===== src/rtl/pbts_pkg.sv =====
// ----------------------------------------------------------------------------
// Plain bitmap tape store package
// Shared constants, codes and types for the plain bitmap tape store.
// ----------------------------------------------------------------------------
`default_nettype none

package pbts_pkg;

  localparam int MAX_SIDE    = 64;
  localparam int STORE_DEPTH = 4096;
  localparam int MAX_TOKEN   = 70;
  localparam int ADDR_W      = $clog2(STORE_DEPTH);

  localparam logic [1:0] ST_LOADING = 2'd0;
  localparam logic [1:0] ST_READY   = 2'd1;
  localparam logic [1:0] ST_ERROR   = 2'd2;

  typedef struct packed {
    logic              en;
    logic [ADDR_W-1:0] addr;
    logic [7:0]        data;
  } pbts_wr_t;

  typedef struct packed {
    logic       ready;
    logic       error;
    logic [6:0] width;
    logic [6:0] height;
  } pbts_img_t;

endpackage

`default_nettype wire


===== src/rtl/pbts_loader.sv =====
// ----------------------------------------------------------------------------
// P1 loader
// Parses the image file one byte per feed and issues pixel store writes.
// ----------------------------------------------------------------------------
`default_nettype none

module pbts_loader (
  input  wire logic              clk,
  input  wire logic              rst,
  input  wire logic              feed,
  input  wire logic [7:0]        file_byte,
  input  wire logic              end_of_file,
  output pbts_pkg::pbts_wr_t     wr,
  output pbts_pkg::pbts_img_t    img
);
  import pbts_pkg::*;

  localparam logic [2:0] PH_MAGIC  = 3'd0;
  localparam logic [2:0] PH_WIDTH  = 3'd1;
  localparam logic [2:0] PH_HEIGHT = 3'd2;
  localparam logic [2:0] PH_PIXELS = 3'd3;
  localparam logic [2:0] PH_READY  = 3'd4;
  localparam logic [2:0] PH_ERROR  = 3'd5;

  localparam logic [1:0] NS_START = 2'd0;
  localparam logic [1:0] NS_POS   = 2'd1;
  localparam logic [1:0] NS_NEG   = 2'd2;
  localparam logic [1:0] NS_STOP  = 2'd3;

  localparam logic [7:0] CH_NUL   = 8'h00;
  localparam logic [7:0] CH_TAB   = 8'h09;
  localparam logic [7:0] CH_LF    = 8'h0A;
  localparam logic [7:0] CH_CR    = 8'h0D;
  localparam logic [7:0] CH_SPACE = 8'h20;
  localparam logic [7:0] CH_HASH  = 8'h23;
  localparam logic [7:0] CH_PLUS  = 8'h2B;
  localparam logic [7:0] CH_MINUS = 8'h2D;
  localparam logic [7:0] CH_ZERO  = 8'h30;
  localparam logic [7:0] CH_NINE  = 8'h39;
  localparam logic [7:0] CH_ONE   = 8'h31;
  localparam logic [7:0] CH_P     = 8'h50;

  logic [2:0]  phase, phase_next;
  logic [6:0]  tok_len, tok_len_next;
  logic        magic_found, magic_found_next;
  logic        prev_p, prev_p_next;
  logic        in_comment, in_comment_next;
  logic [1:0]  num_state, num_state_next;
  logic [7:0]  acc, acc_next;
  logic [6:0]  width, width_next;
  logic [6:0]  height, height_next;
  logic [12:0] area, area_next;
  logic [12:0] pix_count, pix_count_next;

  always_comb begin
    logic        blank;
    logic        found;
    logic        do_fin;
    logic [1:0]  fin_ns;
    logic [7:0]  fin_acc;
    logic [7:0]  v;
    logic [6:0]  len_inc;
    logic [9:0]  t;
    logic [13:0] prod;
    logic [12:0] cnt_inc;

    phase_next       = phase;
    tok_len_next     = tok_len;
    magic_found_next = magic_found;
    prev_p_next      = prev_p;
    in_comment_next  = in_comment;
    num_state_next   = num_state;
    acc_next         = acc;
    width_next       = width;
    height_next      = height;
    area_next        = area;
    pix_count_next   = pix_count;
    wr.en            = 1'b0;
    wr.addr          = pix_count[ADDR_W-1:0];
    wr.data          = file_byte;

    blank   = (file_byte == CH_SPACE) || (file_byte >= CH_TAB && file_byte <= CH_CR);
    found   = magic_found | (prev_p && file_byte == CH_ONE);
    len_inc = 7'(tok_len + 7'd1);
    cnt_inc = 13'(pix_count + 13'd1);
    do_fin  = 1'b0;
    fin_ns  = num_state;
    fin_acc = acc;
    t       = '0;
    v       = '0;
    prod    = '0;

    if (file_byte == CH_NUL) begin
      phase_next = PH_ERROR;
    end else begin
      unique case (phase) inside
        PH_MAGIC: begin
          if (blank) begin
            phase_next     = magic_found ? PH_WIDTH : PH_ERROR;
            tok_len_next   = '0;
            num_state_next = NS_START;
            acc_next       = '0;
          end else begin
            magic_found_next = found;
            prev_p_next      = (file_byte == CH_P);
            tok_len_next     = len_inc;
            if (len_inc >= 7'(MAX_TOKEN)) begin
              phase_next     = found ? PH_WIDTH : PH_ERROR;
              tok_len_next   = '0;
              num_state_next = NS_START;
              acc_next       = '0;
            end
          end
        end
        PH_WIDTH, PH_HEIGHT: begin
          if (in_comment || file_byte == CH_HASH) begin
            in_comment_next = !(file_byte == CH_LF || file_byte == CH_CR);
          end else if (blank) begin
            do_fin = 1'b1;
          end else begin
            if (num_state == NS_START && file_byte == CH_MINUS) begin
              fin_ns = NS_NEG;
            end else if (num_state == NS_START && file_byte == CH_PLUS) begin
              fin_ns = NS_POS;
            end else if (num_state == NS_START || num_state == NS_POS) begin
              if (file_byte >= CH_ZERO && file_byte <= CH_NINE) begin
                t = ({2'b00, acc} << 3) + ({2'b00, acc} << 1) +
                    10'(file_byte - CH_ZERO);
                fin_acc = (t > 10'(MAX_SIDE + 1)) ? 8'(MAX_SIDE + 1) : t[7:0];
                fin_ns  = NS_POS;
              end else begin
                fin_ns = NS_STOP;
              end
            end
            num_state_next = fin_ns;
            acc_next       = fin_acc;
            tok_len_next   = len_inc;
            do_fin         = (len_inc >= 7'(MAX_TOKEN));
          end
          if (do_fin) begin
            v = (fin_ns == NS_NEG) ? 8'd0 : fin_acc;
            if (v == 8'd0 || v > 8'(MAX_SIDE)) begin
              phase_next = PH_ERROR;
            end else begin
              tok_len_next   = '0;
              num_state_next = NS_START;
              acc_next       = '0;
              if (phase == PH_WIDTH) begin
                width_next = v[6:0];
                phase_next = PH_HEIGHT;
              end else begin
                height_next = v[6:0];
                prod        = 14'(width) * 14'(v[6:0]);
                if (prod > 14'(STORE_DEPTH)) begin
                  phase_next = PH_ERROR;
                end else begin
                  phase_next     = PH_PIXELS;
                  area_next      = prod[12:0];
                  pix_count_next = '0;
                end
              end
            end
          end
        end
        PH_PIXELS: begin
          if (!blank) begin
            wr.en          = 1'b1;
            pix_count_next = cnt_inc;
            if (cnt_inc >= area) begin
              phase_next = PH_READY;
            end
          end
        end
        default: begin
        end
      endcase
    end

    if (end_of_file && phase_next != PH_READY) begin
      phase_next = PH_ERROR;
    end

    if (!feed || phase == PH_READY || phase == PH_ERROR) begin
      wr.en = 1'b0;
    end
  end

  always_ff @(posedge clk) begin
    if (rst) begin
      phase       <= PH_MAGIC;
      tok_len     <= '0;
      magic_found <= 1'b0;
      prev_p      <= 1'b0;
      in_comment  <= 1'b0;
      num_state   <= NS_START;
      acc         <= '0;
      width       <= '0;
      height      <= '0;
      area        <= '0;
      pix_count   <= '0;
    end else if (feed && phase != PH_READY && phase != PH_ERROR) begin
      phase       <= phase_next;
      tok_len     <= tok_len_next;
      magic_found <= magic_found_next;
      prev_p      <= prev_p_next;
      in_comment  <= in_comment_next;
      num_state   <= num_state_next;
      acc         <= acc_next;
      width       <= width_next;
      height      <= height_next;
      area        <= area_next;
      pix_count   <= pix_count_next;
    end
  end

  assign img.ready  = (phase == PH_READY);
  assign img.error  = (phase == PH_ERROR);
  assign img.width  = width;
  assign img.height = height;

endmodule

`default_nettype wire

===== config.mk =====
export PLATFORM = sky130hd
export DESIGN_NAME = pbts_loader
export DESIGN_NICKNAME = d
export VERILOG_FILES = /design/src/rtl/pbts_pkg.sv /design/src/rtl/pbts_loader.sv
export SDC_FILE = /design/constraint.sdc
export NUM_CORES = 1
export LEC_CHECK = 0
export BUFFER_PORTS_ARGS = -buffer_cell sky130_fd_sc_hd__buf_2
export CORE_MARGIN = 5
export CORE_UTILIZATION = 25
export DETAILED_ROUTE_END_ITERATION = 10
export MAX_ROUTING_LAYER = met4
export PLACE_DENSITY = 0.39
export SLEW_MARGIN = 20
export SYNTH_ARGS = -nofsm -noshare
export SYNTH_HDL_FRONTEND = slang
export SYNTH_SLANG_ARGS = --single-unit

===== constraint.sdc =====
create_clock -name clk -period 8.4 [get_ports clk]
set_input_delay 0 -clock clk [delete_from_list [all_inputs] [get_ports clk]]
set_output_delay 0 -clock clk [all_outputs]
set_load 0.02 [all_outputs]

==> summary.txt <==
Clocking
  – Num CTS Buffers: 9
  – # H-tree levels: 3
  – Root buf cell: clkbuf_16
  – CTS tree: built
  – CTS Sinks: 63
  – Clock-pin slew on the worst setup and hold paths: 0.06 ns
  – Clk buf depth: 2
  – Worst-Skew Late Latency: 0.34 ns

Route
  – Via count: 5,688
  – Pre-Repair DR Iteration Count: 5
  – DR vias/cell: 4.912
  – Routed WL: 18,730 um
  – Wirelength per Cell: 16.17 um
  – Initial drt markers: 284
  – Number of antenna-violating nets in the routed design: 0
  – DRC Markers: 0

STA
  – Final max-slew violation count: 0
  – Final worst-path cycle share: 95.27%
  – Unrepaired setup endpoints after global routing: no
  – TNS Setup: 0 ns
  – Hold Vio Cnt, Final: 0
  – Fmax: 0.1250 GHz
  – Worst setup slack after layout: 0.3971 ns
  – Final min period: 8.003 ns
  – Slew margin rel.: 46.50%
  – Slew of the pin with the lowest slew margin: 0.8008 ns
  – Final hold slack: 0.2666 ns
  – Endpoints failing setup: 0
  – Clock skew: 0.009945 ns

Worst setup path
  – Crit-path leading delay family: adder cells
  – CP most frequent cell: fa_1
  – Worst setup path category: flop to flop
  – Arrival @ worst endpoint: 8.29 ns
  – CP required: 8.69 ns
  – CP peak stage delay: 0.55 ns
  – FF-to-FF setup slack: 0.40 ns
  – Critical Path Source Type: flop
  – CP max-delay cell: or4_1
  – Largest fanout on the critical path: 5
  – WP buf/inv: 4
  – CP Capture Type: flop

Synth
  – Most common cell in the netlist: nand2_1
  – Cells after Synth: 782
  – #FFs+latches synth: 63
  – Synth unique cells: 83
  – Post-synth EDFFs: 0
  – Fraction of registers with async set or reset after synthesis: 0%
  – Number of synthesis warnings: 0
  – Most frequent cells after synthesis: 71 x nand2_1, 63 x dfxtp_1, 61 x ha_1, 61 x nor2_1, 52 x a21oi_1
  – Synthesized area: 6469 um^2
  – Ys flop type: dfxtp_1
  – Sequential share of the synthesized area: 19.50%
  – Top cells by area, synth: dfxtp_1 19%, ha_1 12%, fa_1 9.6%, and2_1 4.3%, nand2_1 4.1%
  – Post-synthesis net count: 886
  – Synth top area share: 19.50%
  – Syn Area/Cell: 8.272 um^2
  – Cell taking the most area after synthesis: dfxtp_1

GRT
  – Largest net degree at the start of global routing: 52
  – Initial antenna violation count: 0
  – Total GRT Usage: 13.58%
  – GRT Residual Overflow: 0
  – Global-route wire length before repair: 30,950 um
  – Vias in the first global route: 5,771

Die
  – FP Rows: 58
  – I/O pins: 49
  – Die width: 170.9 um
  – Initial Utilization: 25.54%
  – Core Area: 25,330 um^2
  – Die H: 170.9 um
  – Die ar.: 29,190 um^2

Pwr
  – Clock power share: 45.0%
  – Pwr Density: 109.0 nW/um^2
  – P_int: 0.0005581 W
  – Reg power frac: 38.8%
  – Switching share of power: 31.15%
  – Lkg Pwr: 3.414 nW
  – Tot Pwr: 0.0008107 W
  – Maximum VDD drop: 0.07353 mV
  – Net Sw Power: 0.0002525 W
  – Logic pwr share: 16.3%

Cells and area
  – Share of post-route cells with drive strength above 1: 17.39%
  – Design area: 7440 um^2
  – Layout net count: 927
  – Fillcell total: 2,745
  – Area Overhead vs Synth: 15.01%
  – Area of the multi-input gates: 4847 um^2
  – Register Area: 1271 um^2
  – Antenna cells: 0

Placement
  – Pre-CTS setup slack: 0.2235 ns
  – Placed Area: 7022 um^2
  – Detailed Place HPWL: 14,650 um
  – IO buf count: 48
  – Routability cong.: 0.8199

Run status
  – Run status: completed

Run
  – Max_cap viols: 0

Worst hold path
  – Hold Crit Class: input pin to flop
[through the flow]
step	std cells	utilization (%)
after global routing	1158	29.37
after floorplan	782	-
after global placement	1137	27.72
final	1158	29.37
after CTS	1156	28.95
after detailed placement	1137	27.72
[worst register-to-register path: cells and delay by family (launching register included)]
kind | cells | cell delay, ns
buffers and inverters | 4 | 0.71
and+or+nand+nor | 8 | 1.94
xor gates and xnor gates | 1 | 0.17
AOI/OAI and AO/OA | 10 | 1.55
DFF | 1 | 0.37
adders and majority gates | 7 | 3.21
[cells in the final DEF, fill, tap and decap left out, types with 4 or more instances in the layout]
| master | n |
|---|---|
| ha_1 | 61 |
| a21o_1 | 11 |
| or3_1 | 4 |
| nand3_1 | 26 |
| o21ai_0 | 25 |
| nand4_1 | 5 |
| buf_4 | 23 |
| xnor2_1 | 11 |
| xor2_1 | 14 |
| o21ai_1 | 5 |
| fa_1 | 30 |
| a22o_1 | 4 |
| a211oi_1 | 9 |
| o21a_1 | 14 |
| nor2b_1 | 4 |
| inv_1 | 49 |
| nor3_1 | 14 |
| and3_1 | 21 |
| mux2i_1 | 13 |
| and2_1 | 44 |
| nor4_1 | 7 |
| a211o_1 | 7 |
| a31oi_1 | 5 |
| nor3b_1 | 4 |
| nand2_1 | 71 |
| o31a_1 | 4 |
| or4_1 | 4 |
| o211ai_1 | 4 |
| dfxtp_1 | 59 |
| o31ai_1 | 5 |
| buf_2 | 48 |
| nand2b_1 | 8 |
| nor2_1 | 60 |
| clkbuf_16 | 9 |
| a211oi_2 | 5 |
| a21oi_1 | 50 |
[power by group through the flow]
stage          clock [W]  combinational [W]  sequential (W)
3_3_place_gp           0           0.000129        0.000322
6_report        0.000364           0.000132        0.000315
5_1_grt         0.000395           0.000146        0.000316
2_1_floorplan          0          0.0000975        0.000314
4_1_cts         0.000382           0.000130        0.000315
3_5_place_dp           0           0.000128        0.000322
[state kept, by name, indices dropped and copies added (netlist names)]
| register | count |
|---|---|
| phase | 3 |
| width | 7 |
| pix_count | 13 |
| area | 13 |
| prev_p | 1 |
| magic_found | 1 |
| tok_len | 7 |
| num_state | 2 |
| height | 7 |
| acc | 8 |
| in_comment | 1 |
[path summary, 6_finish.rpt]
check / from / to / depth (start not counted)
setup / recovery: acc[3] / phase[1] / 30
hold / removal: file_byte[0] / in_comment / 4
setup reg to reg: acc[3] / phase[1] / 30
hold reg to reg: area[11] / area[11] / 2
[kinds of logic after synthesis]
| kind of cell | share of synthesized area, % |
|---|---|
| muxes | 2.186 |
| xor gates and xnor gates | 3.385 |
| DFF | 19.50 |
| AOI/OAI and AO/OA | 21.70 |
| adders and majority gates | 21.39 |
| buffers and inverters | 6.925 |
| and+or+nand+nor | 24.91 |
[routing by layer]
| layer | vias to the layer above | wire (um) | GRT usage, % |
|---|---|---|---|
| li1 | 2871 | - | - |
| met2 | 85 | 8840 | 22.37 |
| met4 | 0 | 313 | 3.307 |
| met1 | 2718 | 9071 | 17.66 |
| met3 | 14 | 502 | 1.987 |
| met5 | - | 0 | - |
[cell type report]
class | count | area share [%]
inverters | 49 | 2.472
well taps | 330 | 5.550
multi-input cells | 626 | 65.15
flip-flops and latches | 63 | 17.09
clock inverters | 6 | 0.5718
repair buffers | 74 | 5.954
clock buffers | 10 | 3.212
[timing repair]
action / 4_1_cts / 5_1_grt
hold endpoints to repair: 2 / 0
resized for setup: 0 / 26
endpoints found under the setup margin: 0 / 29
buffers inserted: 0 / 2
hold buffers: 3 / 0
Note: power is estimated with default switching activity, not from simulation.
